==> config.mk <==
export PLATFORM = sky130hd
export DESIGN_NAME = sm3_hash_engine
export DESIGN_NICKNAME = d
export VERILOG_FILES = /design/src/rtl/sm3_pkg.sv /design/src/rtl/sm3_hash_engine.sv /design/src/rtl/sm3_queue.sv /design/src/rtl/sm3_front.sv /design/src/rtl/sm3_back.sv
export SDC_FILE = /design/constraint.sdc
export NUM_CORES = 2
export LEC_CHECK = 0
export ABC_AREA = 1
export BUFFER_PORTS_ARGS = -buffer_cell sky130_fd_sc_hd__clkbuf_2
export CORE_ASPECT_RATIO = 2
export CORE_MARGIN = 2
export CORE_UTILIZATION = 45
export CTS_BUF_LIST = sky130_fd_sc_hd__clkbuf_2 sky130_fd_sc_hd__clkbuf_4 sky130_fd_sc_hd__clkbuf_8
export DETAILED_ROUTE_END_ITERATION = 12
export GPL_TIMING_DRIVEN = 0
export HOLD_SLACK_MARGIN = 0.1
export PLACE_DENSITY = 0.72
export SYNTH_ARGS = -nofsm -noshare
export SYNTH_HDL_FRONTEND = slang
export SYNTH_SLANG_ARGS = --single-unit
==> constraint.sdc <==
create_clock -name clock -period 39.3 [get_ports clock]
set_input_delay 1.965 -clock clock [delete_from_list [all_inputs] [get_ports clock]]
set_output_delay 1.965 -clock clock [all_outputs]
set_load 0.1 [all_outputs]
==> src/rtl/sm3_pkg.sv <==
// Shared types, constants and round functions of the SM3 hash engine.
package sm3_pkg;

   localparam logic [31:0] T_LOW     = 32'h79cc4519;
   localparam logic [31:0] T_HIGH    = 32'h7a879d8a;
   // T_HIGH already rotated by 16, the value it takes at round 16
   localparam logic [31:0] T_HIGH_16 = {T_HIGH[15:0], T_HIGH[31:16]};
   localparam logic [31:0] PAD_WORD  = 32'h80000000;
   localparam int          QDEPTH    = 4;
   localparam int          QPTR_W    = $clog2(QDEPTH);

   typedef logic [31:0]           word_type;
   typedef logic [0:7][31:0]      chain_type;
   typedef logic [2:0]            csr_index_type;

   localparam chain_type IV_RESET = '{
      32'h7380166f, 32'h4914b2b9, 32'h172442d7, 32'hda8a0600,
      32'ha96f30bc, 32'h163138aa, 32'he38dee4d, 32'hb0fb0e4e};

   // one block word on its way from the front to the back
   typedef struct packed {
      logic [31:0] word;
      logic        last;
   } qent_type;

   typedef enum logic [1:0] {FR_IDLE, FR_PAD80, FR_ZERO, FR_LEN_LO} front_state_type;
   typedef enum logic [1:0] {BK_LOAD, BK_ROUND, BK_DONE} back_state_type;

   function automatic logic [31:0] rotl(input logic [31:0] x, input int n);
      rotl = (x << n) | (x >> (32 - n));
   endfunction

   function automatic logic [31:0] perm0(input logic [31:0] x);
      perm0 = x ^ rotl(x, 9) ^ rotl(x, 17);
   endfunction

   function automatic logic [31:0] perm1(input logic [31:0] x);
      perm1 = x ^ rotl(x, 15) ^ rotl(x, 23);
   endfunction

endpackage

==> src/rtl/sm3_hash_engine.sv <==
// Top level of the streaming SM3 hash engine.
//
// Requests carry one big-endian 32-bit message word each; every word but the
// last carries four bytes, the last (req_final_word) carries req_valid_bytes
// leading bytes, values above four counting as four. The front takes a word
// each cycle while its four-entry queue has room, and after a final word
// pushes the padding words in turn (0x80 byte, zeros, 64-bit bit length)
// before taking the next message. The back pulls 16 words from the queue,
// then runs one round per cycle: each block is loaded, put through 64 rounds
// and folded into the chaining value before the next loads, on the single round
// unit. One digest comes out per message, held in an output register until
// taken. The initial chaining words (csr_index 0 to 7) are sampled when a
// message's first block starts compressing; write them only while idle.
module sm3_hash_engine (
   input  logic        clock,
   input  logic        reset,
   input  logic        req_valid,
   output logic        req_stall,
   input  logic [31:0] req_message_word,
   input  logic [2:0]  req_valid_bytes,
   input  logic        req_final_word,
   output logic        rsp_valid,
   input  logic        rsp_stall,
   output logic [31:0] rsp_digest_0,
   output logic [31:0] rsp_digest_1,
   output logic [31:0] rsp_digest_2,
   output logic [31:0] rsp_digest_3,
   output logic [31:0] rsp_digest_4,
   output logic [31:0] rsp_digest_5,
   output logic [31:0] rsp_digest_6,
   output logic [31:0] rsp_digest_7,
   input  logic                   csr_write_en,
   input  sm3_pkg::csr_index_type csr_index,
   input  logic [31:0]            csr_wdata
);
   sm3_pkg::chain_type init_ff, digest;
   sm3_pkg::qent_type  push_data, pop_data;
   logic               push, full, pop, not_empty;

   // initial chaining value registers
   always_ff @(posedge clock) begin
      if (reset) init_ff <= sm3_pkg::IV_RESET;
      else if (csr_write_en) init_ff[csr_index] <= csr_wdata;
   end

   sm3_front u_front (
      .clock, .reset, .req_valid, .req_stall, .req_message_word,
      .req_valid_bytes, .req_final_word, .push, .push_data, .full);

   sm3_queue u_queue (
      .clock, .reset, .push, .push_data, .full, .pop, .not_empty, .pop_data);

   sm3_back u_back (
      .clock, .reset, .not_empty, .pop_data, .pop, .init_words(init_ff),
      .rsp_valid, .rsp_stall, .digest);

   assign rsp_digest_0 = digest[0];
   assign rsp_digest_1 = digest[1];
   assign rsp_digest_2 = digest[2];
   assign rsp_digest_3 = digest[3];
   assign rsp_digest_4 = digest[4];
   assign rsp_digest_5 = digest[5];
   assign rsp_digest_6 = digest[6];
   assign rsp_digest_7 = digest[7];

   a_no_overflow: assert property (@(posedge clock) disable iff (reset)
      push |-> !full) else $error("queue written while full");
   a_no_underflow: assert property (@(posedge clock) disable iff (reset)
      pop |-> not_empty) else $error("queue read while empty");
   a_req_implies_push: assert property (@(posedge clock) disable iff (reset)
      (req_valid && !req_stall) |-> push) else $error("request lost");
endmodule

==> src/rtl/sm3_queue.sv <==
// Small word queue between the padding front and the compression back.
module sm3_queue (
   input  logic              clock,
   input  logic              reset,
   input  logic              push,
   input  sm3_pkg::qent_type push_data,
   output logic              full,
   input  logic              pop,
   output logic              not_empty,
   output sm3_pkg::qent_type pop_data
);
   sm3_pkg::qent_type               mem_ff [sm3_pkg::QDEPTH];
   logic [sm3_pkg::QPTR_W-1:0]      wr_ptr_ff, rd_ptr_ff;
   logic [sm3_pkg::QPTR_W:0]        count_ff;

   assign full      = (count_ff == (sm3_pkg::QPTR_W+1)'(sm3_pkg::QDEPTH));
   assign not_empty = (count_ff != '0);
   assign pop_data  = mem_ff[rd_ptr_ff];

   always_ff @(posedge clock) begin
      if (push) begin
         mem_ff[wr_ptr_ff] <= push_data;
      end
   end

   always_ff @(posedge clock) begin
      if (reset) begin
         wr_ptr_ff <= '0;
         rd_ptr_ff <= '0;
         count_ff  <= '0;
      end else begin
         if (push) wr_ptr_ff <= wr_ptr_ff + 1'b1;
         if (pop)  rd_ptr_ff <= rd_ptr_ff + 1'b1;
         case ({push, pop})
            2'b10:   count_ff <= count_ff + 1'b1;
            2'b01:   count_ff <= count_ff - 1'b1;
            default: count_ff <= count_ff;
         endcase
      end
   end
endmodule

==> src/rtl/sm3_front.sv <==
// Request front: takes message words, counts the length and writes the padding.
module sm3_front (
   input  logic              clock,
   input  logic              reset,
   input  logic              req_valid,
   output logic              req_stall,
   input  logic [31:0]       req_message_word,
   input  logic [2:0]        req_valid_bytes,
   input  logic              req_final_word,
   output logic              push,
   output sm3_pkg::qent_type push_data,
   input  logic              full
);
   sm3_pkg::front_state_type state_ff, state_in;
   logic [3:0]  pos_ff;
   logic [63:0] len_ff;
   logic        accept;
   logic [1:0]  nv;
   logic [63:0] len_add;
   logic [5:0]  shift;

   // set when a word carries all four bytes: any non-final word, or a final word with a byte count of 4 or more
   logic full_word;
   assign full_word = !req_final_word || (req_valid_bytes >= 3'd4);
   assign nv        = req_valid_bytes[1:0];
   assign shift     = {1'b0, nv, 3'b000};
   assign len_add   = full_word ? 64'd32 : {59'd0, nv, 3'b000};
   assign req_stall = (state_ff != sm3_pkg::FR_IDLE) || full;
   assign accept    = req_valid && !req_stall;

   always_comb begin
      state_in = state_ff;
      unique case (state_ff)
         sm3_pkg::FR_IDLE:
            if (accept && req_final_word)
               state_in = full_word ? sm3_pkg::FR_PAD80 : sm3_pkg::FR_ZERO;
         sm3_pkg::FR_PAD80:
            if (!full) state_in = sm3_pkg::FR_ZERO;
         sm3_pkg::FR_ZERO:
            if (!full && pos_ff == 4'd14) state_in = sm3_pkg::FR_LEN_LO;
         sm3_pkg::FR_LEN_LO:
            if (!full) state_in = sm3_pkg::FR_IDLE;
         default: state_in = sm3_pkg::FR_IDLE;
      endcase
   end

   always_comb begin
      push           = 1'b0;
      push_data.word = '0;
      push_data.last = 1'b0;
      unique case (state_ff)
         sm3_pkg::FR_IDLE: begin
            push = accept;
            if (full_word) push_data.word = req_message_word;
            else push_data.word = (req_message_word & ~(32'hffffffff >> shift))
                                  | (sm3_pkg::PAD_WORD >> shift);
         end
         sm3_pkg::FR_PAD80: begin
            push           = !full;
            push_data.word = sm3_pkg::PAD_WORD;
         end
         sm3_pkg::FR_ZERO: begin
            push           = !full;
            push_data.word = (pos_ff == 4'd14) ? len_ff[63:32] : '0;
         end
         sm3_pkg::FR_LEN_LO: begin
            push           = !full;
            push_data.word = len_ff[31:0];
            push_data.last = 1'b1;
         end
         default: push = 1'b0;
      endcase
   end

   always_ff @(posedge clock) begin
      if (reset) begin
         state_ff <= sm3_pkg::FR_IDLE;
         pos_ff   <= '0;
         len_ff   <= '0;
      end else begin
         state_ff <= state_in;
         if (push) pos_ff <= pos_ff + 1'b1;
         if (accept) len_ff <= len_ff + len_add;
         else if (push && state_ff == sm3_pkg::FR_LEN_LO) len_ff <= '0;
      end
   end
endmodule

==> src/rtl/sm3_back.sv <==
// Compression back: gathers 16 words, runs 64 rounds and holds the digest.
module sm3_back (
   input  logic               clock,
   input  logic               reset,
   input  logic               not_empty,
   input  sm3_pkg::qent_type  pop_data,
   output logic               pop,
   input  sm3_pkg::chain_type init_words,
   output logic               rsp_valid,
   input  logic               rsp_stall,
   output sm3_pkg::chain_type digest
);
   sm3_pkg::back_state_type state_ff, state_in;
   logic [31:0]        win_ff [16];
   logic [3:0]         cnt_ff;
   logic [5:0]         round_ff;
   logic               last_ff, new_msg_ff, rsp_valid_ff;
   sm3_pkg::chain_type chain_ff, work_ff, digest_ff, base, folded;
   logic [31:0]        trot_ff;
   logic [31:0]        a12, ss1, ss2, ffv, ggv, tt1, tt2, w_next;
   logic               early, out_free, load_end, round_end, done_go;

   assign rsp_valid = rsp_valid_ff;
   assign digest    = digest_ff;
   assign out_free  = !rsp_valid_ff || !rsp_stall;
   assign base      = new_msg_ff ? init_words : chain_ff;
   assign early     = (round_ff[5:4] == 2'b00);
   assign load_end  = not_empty && cnt_ff == 4'd15;
   assign round_end = round_ff == 6'd63;
   assign done_go   = !last_ff || out_free;

   always_comb begin
      for (int i = 0; i < 8; i++) folded[i] = chain_ff[i] ^ work_ff[i];
   end

   // round datapath
   always_comb begin
      a12 = sm3_pkg::rotl(work_ff[0], 12);
      ss1 = sm3_pkg::rotl(a12 + work_ff[4] + trot_ff, 7);
      ss2 = ss1 ^ a12;
      ffv = early ? (work_ff[0] ^ work_ff[1] ^ work_ff[2])
                  : ((work_ff[0] & work_ff[1]) | (work_ff[0] & work_ff[2])
                     | (work_ff[1] & work_ff[2]));
      ggv = early ? (work_ff[4] ^ work_ff[5] ^ work_ff[6])
                  : ((work_ff[4] & work_ff[5]) | (~work_ff[4] & work_ff[6]));
      tt1 = ffv + work_ff[3] + ss2 + (win_ff[0] ^ win_ff[4]);
      tt2 = ggv + work_ff[7] + ss1 + win_ff[0];
      w_next = sm3_pkg::perm1(win_ff[0] ^ win_ff[7] ^ sm3_pkg::rotl(win_ff[13], 15))
               ^ sm3_pkg::rotl(win_ff[3], 7) ^ win_ff[10];
   end

   always_comb begin
      state_in = state_ff;
      unique case (state_ff)
         sm3_pkg::BK_LOAD:  if (load_end) state_in = sm3_pkg::BK_ROUND;
         sm3_pkg::BK_ROUND: if (round_end) state_in = sm3_pkg::BK_DONE;
         sm3_pkg::BK_DONE:  if (done_go) state_in = sm3_pkg::BK_LOAD;
         default:           state_in = sm3_pkg::BK_LOAD;
      endcase
   end

   always_comb begin
      pop = 1'b0;
      unique case (state_ff)
         sm3_pkg::BK_LOAD: pop = not_empty;
         default:          pop = 1'b0;
      endcase
   end

   always_ff @(posedge clock) begin
      if (pop || state_ff == sm3_pkg::BK_ROUND) begin
         for (int i = 0; i < 15; i++) win_ff[i] <= win_ff[i+1];
         win_ff[15] <= pop ? pop_data.word : w_next;
      end
      if (load_end) begin
         last_ff <= pop_data.last;
         work_ff <= base;
         trot_ff <= sm3_pkg::T_LOW;
      end else if (state_ff == sm3_pkg::BK_ROUND) begin
         work_ff <= '{tt1, work_ff[0], sm3_pkg::rotl(work_ff[1], 9), work_ff[2],
                      sm3_pkg::perm0(tt2), work_ff[4], sm3_pkg::rotl(work_ff[5], 19),
                      work_ff[6]};
         trot_ff <= (round_ff == 6'd15) ? sm3_pkg::T_HIGH_16 : sm3_pkg::rotl(trot_ff, 1);
      end
      if (state_ff == sm3_pkg::BK_DONE && done_go && last_ff) digest_ff <= folded;
   end

   always_ff @(posedge clock) begin
      if (reset) begin
         state_ff     <= sm3_pkg::BK_LOAD;
         cnt_ff       <= '0;
         round_ff     <= '0;
         new_msg_ff   <= 1'b1;
         rsp_valid_ff <= 1'b0;
         chain_ff     <= sm3_pkg::IV_RESET;
      end else begin
         state_ff <= state_in;
         if (pop) cnt_ff <= cnt_ff + 1'b1;
         if (state_ff == sm3_pkg::BK_ROUND) round_ff <= round_ff + 1'b1;
         if (load_end) begin
            chain_ff   <= base;
            new_msg_ff <= 1'b0;
         end
         if (state_ff == sm3_pkg::BK_DONE && done_go) begin
            chain_ff <= folded;
            if (last_ff) new_msg_ff <= 1'b1;
         end
         if (state_ff == sm3_pkg::BK_DONE && done_go && last_ff) rsp_valid_ff <= 1'b1;
         else if (!rsp_stall) rsp_valid_ff <= 1'b0;
      end
   end
endmodule

Word-level counts from Yosys, hierarchy flattened
Memories as Yosys holds them, arrays and structs flattened. A register that Yosys moved wholly into a read port is not among the register bits.
Index checks and enable logic that the tools add are counted.
Operators by class
  add/subtract/negate cells: 16
  $lt $le $gt $ge: 3
  eq/ne operators: 20
  shifts and indexed selects: 2
  multiplexer cells: 43
  bitwise operators: 46
  reductions and logical operators: 31
Operator list (count)
  $mux W256: 5
  $xor A32 B32 Y32: 22
  $add A32 B32 Y32: 8
  $bwmux W256: 1
  $mux W32: 7
  $and A32 B32 Y32: 6
  $mux W64: 2
  $or A32 B32 Y32: 4
  $pmux W32 S4: 1
  $demux W32 S3: 1
  $add A64 B64 Y64: 1
  $not A32 Y32: 2
  $or A32 B15 Y32: 2
  $or A32 B7 Y32: 2
  $or A32 B9 Y32: 2
  $shr A32 B5 Y32 const A: 2
  $or A32 B1 Y32: 1
  $or A32 B12 Y32: 1
  $or A32 B17 Y32: 1
  $or A32 B19 Y32: 1
  $or A32 B23 Y32: 1
  $mux W2: 10
  $ne A2 B1 Y1 const B: 6
  $mux W1: 11
  other kinds (30): 61
Word-level totals
  register bits after elaboration: 1148
  bits in writable memories: 644
  input port bits: 76
  output and inout port bits: 258
  word-level logic and storage cells: 208
  memories kept: 2
Memory list
  u_back.win_ff: depth 16, width 32, read ports 16, clocked after memory_dff 0, wr ports 16, line sm3_back.sv:14  | logic [31:0] win_ff [16];
  u_queue.mem_ff: depth 4, width 33, read ports 1, clocked after memory_dff 1, wr ports 1, line sm3_queue.sv:12  | sm3_pkg::qent_type mem_ff [sm3_pkg::QDEPTH];

Depth between registers and ports, before layout
  depth in word-level cells: 12
  gate-level depth with buffers: 39
  depth with buffers taken out: 39

Cells and area by module
From an unflattened synthesis, not the netlist that was laid out.
Unflattened totals
  cell total of the unflattened synthesis: 8679
  area total of the unflattened synthesis: 85495.7 µm²
Modules (own cells, without submodules)
  sm3_back: times used 1, cells an instance 6138, area each 65427.8 µm², sequential area each 36825.3 µm²
  sm3_hash_engine: times used 1, cells an instance 1311, area each 9444.1 µm², sequential area each 5124.9 µm²
  sm3_queue: times used 1, cells an instance 378, area each 5367.6 µm², sequential area each 4144.0 µm²
  sm3_front: times used 1, cells an instance 852, area each 5256.3 µm², sequential area each 1341.3 µm²

Worst setup path before layout
OpenSTA, ideal clock, no wires.
  path type: reg-to-reg
  from: register u_queue.count_ff[0] in the netlist's numbering
  to: memory u_back.win_ff[0][0], enable pin
  library setup time: 3.636 ns
  arrival time: 9.231 ns
  data required time: 35.664 ns
  setup slack: 26.433 ns
  cell stages (with the launch flop): 6
  buffers on the path: 1
  period minus slack after synthesis: 12.867 ns
  path through: dfxtp_1 > inv_1 > nand3_1 > nand2_1 > clkbuf_1 > nand2_1
RTL lines
  from (decl): line sm3_queue.sv:14  | logic [sm3_pkg::QPTR_W:0] count_ff;
  from (signal assigned): line sm3_queue.sv:35  | 2'b10: count_ff <= count_ff + 1'b1;
  from (signal assigned): line sm3_queue.sv:36  | 2'b01: count_ff <= count_ff - 1'b1;
  from (signal assigned): line sm3_queue.sv:37  | default: count_ff <= count_ff;
  to (decl): line sm3_back.sv:14

Worst setup path after layout
  from: register u_back.work_ff[114] in the netlist's numbering
  to: register u_back.work_ff[255] in the netlist's numbering (data pin)
On the way
  cells in the longest elaborated chain, start to end: 8
RTL lines
  from (decl): line sm3_back.sv:18  | sm3_pkg::chain_type chain_ff, work_ff, digest_ff, base, folded;
  from (signal assigned): line sm3_back.sv:77  | work_ff <= base;
  from (signal assigned): line sm3_back.sv:80  | work_ff <= '{tt1, work_ff[0], sm3_pkg::rotl(work_ff[1], 9), work_ff[2],
  $add A32 B32 Y32 (2 in series): line sm3_back.sv:39  | ss1 = sm3_pkg::rotl(a12 + work_ff[4] + trot_ff, 7);
  $or A32 B7 Y32: line sm3_pkg.sv:30  | rotl = (x << n) | (x >> (32 - n));
  $xor A32 B32 Y32: line sm3_back.sv:40  | ss2 = ss1 ^ a12;
  $add A32 B32 Y32 (2 in series): line sm3_back.sv:46  | tt1 = ffv + work_ff[3] + ss2 + (win_ff[0] ^ win_ff[4]);
  $mux W256: line sm3_back.sv:79  | end else if (state_ff == sm3_pkg::BK_ROUND) begin
  $mux W256: line sm3_back.sv:75  | if (load_end) begin
No other way between the ends. The select of a mux whose other input is x is not followed.
A chain may end at the register's enable or synchronous reset.

==> out/metrics.cfg <==
[run_status]
status = complete, but fails checks
violations = capacitance limit, slew limit

[timing]
fin_ws_ns = 30.82
final_max_slew_viol_count = 24
hold_viol = 0
tightestPinTransition_ns = 1.61
rsz0062_at_grt = false
tns_ns = 0
fin_crit_sh = 0.216
setup_viol = 0
max_freq_mhz = 118
finalCriticalPeriod_ns = 8.48
skew_ns = 0.134
slew_headroom = -0.0753

[route]
drtAntennaViolNets = 0
via_count = 68800
drt_iter0_drc = 8056
drtPass1Iterations = 6
wire_per_inst_um = 32.5
vias_per_cell = 5.87
drc = 0
routed_wl_mm = 381

[die]
start_util = 0.451
core-area_mm2 = 0.187
dieArea_mm2 = 0.192
die_w_um = 311
ios = 334
die_h_um = 617
fp-row-count = 225

[place]
gp_congestion = 1.10
port_buffers = 300
pre_cts_ws_ns = 30.96
hpwl_mm = 296

[final_layout]
fillCellCount = 17100
drive_above_1_share = 0.115
nets = 9364
layout_commonest_cell = nand2_1
regArea_mm2 = 0.0474
area_delta_synth_final_pct = 12.9
multi_input_area_mm2 = 0.0331
final_cell_mix = nand2_1, edfxtp_1, inv_1

[global_route]
grt_pass1_vias = 66900
grt.total_usage = 0.389
overflow = 0
grt_max_degree = 144
grt_pass1_wl_mm = 514
antenna_found_initial = 30

[clock_tree]
cts_setup_buffers = 0
cts.clk_slew.worst_paths_ns = 0.08
h-tree-depth = 4
insertion_delay_ns = 1.08
cts.sinks = 1791
cts_buffers = 248
holdBufCountCts = 0
cts_tree = done
clk_path_buf_depth = 4
cts_resized = 0
cts_root_buf = clkbuf_8

[synthesis]
avgSynthCellArea_um2 = 10.1
yosysSeqAreaShare = 0.560
synthArstFlopShare = 0
synth_edf_count = 1157
synth-seq-cells = 1791
ys.flop_type = edfxtp_1
synthCells = 8421
synth_nets = 8796
yosysWarnings = 0
synth.distinct_cells = 62
yosys.area.top_type_share = 0.410
synth_area_mm2 = 0.0846
synth.largest_area_cell = edfxtp_1
synthTopCellsByArea = edfxtp_1, dfxtp_1, nand2_1

[worst_setup_path]
crit_path_top_delay_cell = xor2_1
worstReg2RegStart = u_back.work_ff[114]$_DFFE_PP_
r2r_setup_slack_ns = 30.82
cp-start-kind = flop
cp_max_fo = 6
regToRegEndpoint = u_back.work_ff[255]$_DFFE_PP_
crit_arrival_ns = 9.24
slowest_delay_ns = 0.92
crit_type = flop to flop
critPathRequiredTime_ns = 40.05
r2r_cells = 28
cp-end-kind = flop

[worst_hold_path]
hold_depth = 0
hp-class = flop to flop
min_to = u_back.win_ff[0][28]$_DFFE_PP_
hold_path_startpoint = u_back.win_ff[0][60]$_DFFE_PP_

[flow_run]
cap_violations = 3

[power]
leakagePower_nw = 39.0
p_per_area_mw_per_mm2 = 93.9
irDropWorstVdd_mv = 0.0728

-- final cells by class --
| class | count | area share |
|---|---|---|
| plain buffers | 413 | 0.0177 |
| multi-input cells | 5556 | 0.347 |
| well taps | 2497 | 0.0327 |
| clock inverters | 156 | 0.0190 |
| flip-flops and latches | 1791 | 0.496 |
| clock buffers | 301 | 0.0409 |
| diodes | 26 | 0.000681 |
| inverters | 661 | 0.0261 |
| repair buffers | 318 | 0.0199 |
-- per-stage QoR --
stage	util	instances	instance area, um^2	power [W]	hold WS, ns
floorplan	-	8421	84600	0.00569	0.400
global placement	0.476	11200	89300	0.00738	0.400
detailed placement	0.478	11200	89700	0.00720	0.405
CTS	0.509	11700	95400	0.00890	0.315
global route	0.509	11700	95500	0.00940	0.336
finish	0.510	11700	95600	0.00898	0.309
-- critical path: cells and delay by family (launching register included) --
kind	cells	cell delay (ns)
buf+inv	6	0.71
simple gates	10	1.40
xor+xnor	2	1.12
flops	1	0.91
fa+ha+maj	6	2.47
compound gates	4	1.54
-- synthesized netlist by cell type, types with 7 or more instances --
master,n
a21oi_1,337
nor4_1,7
a32oi_1,26
clkbuf_2,32
a211oi_1,12
xnor2_1,125
a221oi_1,7
o21bai_1,11
nor2_1,530
a32o_1,17
nor2_2,7
clkbuf_1,273
nand3b_1,11
a31oi_1,141
inv_1,652
o221ai_1,113
dfxtp_1,634
o211ai_1,14
nand4_1,58
o21ai_1,10
buf_2,74
edfxtp_1,1157
nand2_1,1982
mux2_2,143
fa_1,190
ha_1,109
nand3_1,461
mux2i_1,28
xor2_1,493
o21ai_0,569
nor3_2,8
buf_1,33
o22ai_1,30
nor3_1,59
a22oi_1,7
-- state kept, by name (all words and copies together) (netlist names), 6 cells and up, named ones only --
register / cells
u_back.win_ff: 512
u_back.digest: 256
u_back.chain_ff: 256
u_front.len_ff: 61
u_back.work_ff: 256
init_ff: 256
u_queue.mem_ff: 132
u_back.trot_ff: 32
u_back.round_ff: 6
-- cells by family after synthesis --
group,share of synthesized area
AO/OA/AOI/OAI,0.0897
AND/OR/NAND/NOR,0.152
flip-flops,0.560
multiplexers,0.0223
adder cells (fa/ha/maj),0.0611
buffers and inverters,0.0492
XOR/XNOR,0.0649
-- where the power goes --
part	total, W	switching, W	internal (W)
logic	0.00436	0.00310	0.00126
registers	0.00291	0.000219	0.00269
clock network	0.00170	0.000794	0.000906
-- metal layers --
metal,routed length [um],vias to the layer above,global-route usage,part of all wire
met5,94,-,0,0.00025
met4,56200,12,0.461,0.15
met3,33000,1645,0.0966,0.087
met2,178000,4390,0.639,0.47
met1,114000,33000,0.369,0.30
li1,-,29700,-,-
-- how the worst max path moves through the flow --
stage                     depth (start not counted)  slack [ns]                        startpoint                         endpoint
after floorplan                                   5       26.43  u_queue.count_ff[0]$_SDFFE_PP0P_    u_back.win_ff[0][0]$_DFFE_PP_
after global placement                            4       22.08   u_back.state_ff[1]$_SDFFE_PP0P_  u_back.win_ff[0][187]$_DFFE_PP_
after detailed placement                         25       30.96     u_back.work_ff[245]$_DFFE_PP_    u_back.work_ff[243]$_DFFE_PP_
after CTS                                        29       30.92     u_back.work_ff[245]$_DFFE_PP_    u_back.work_ff[243]$_DFFE_PP_
after global routing                             28       30.78     u_back.work_ff[114]$_DFFE_PP_    u_back.work_ff[243]$_DFFE_PP_
final                                            28       30.82     u_back.work_ff[114]$_DFFE_PP_    u_back.work_ff[255]$_DFFE_PP_
(Power assumes the default switching activity.)
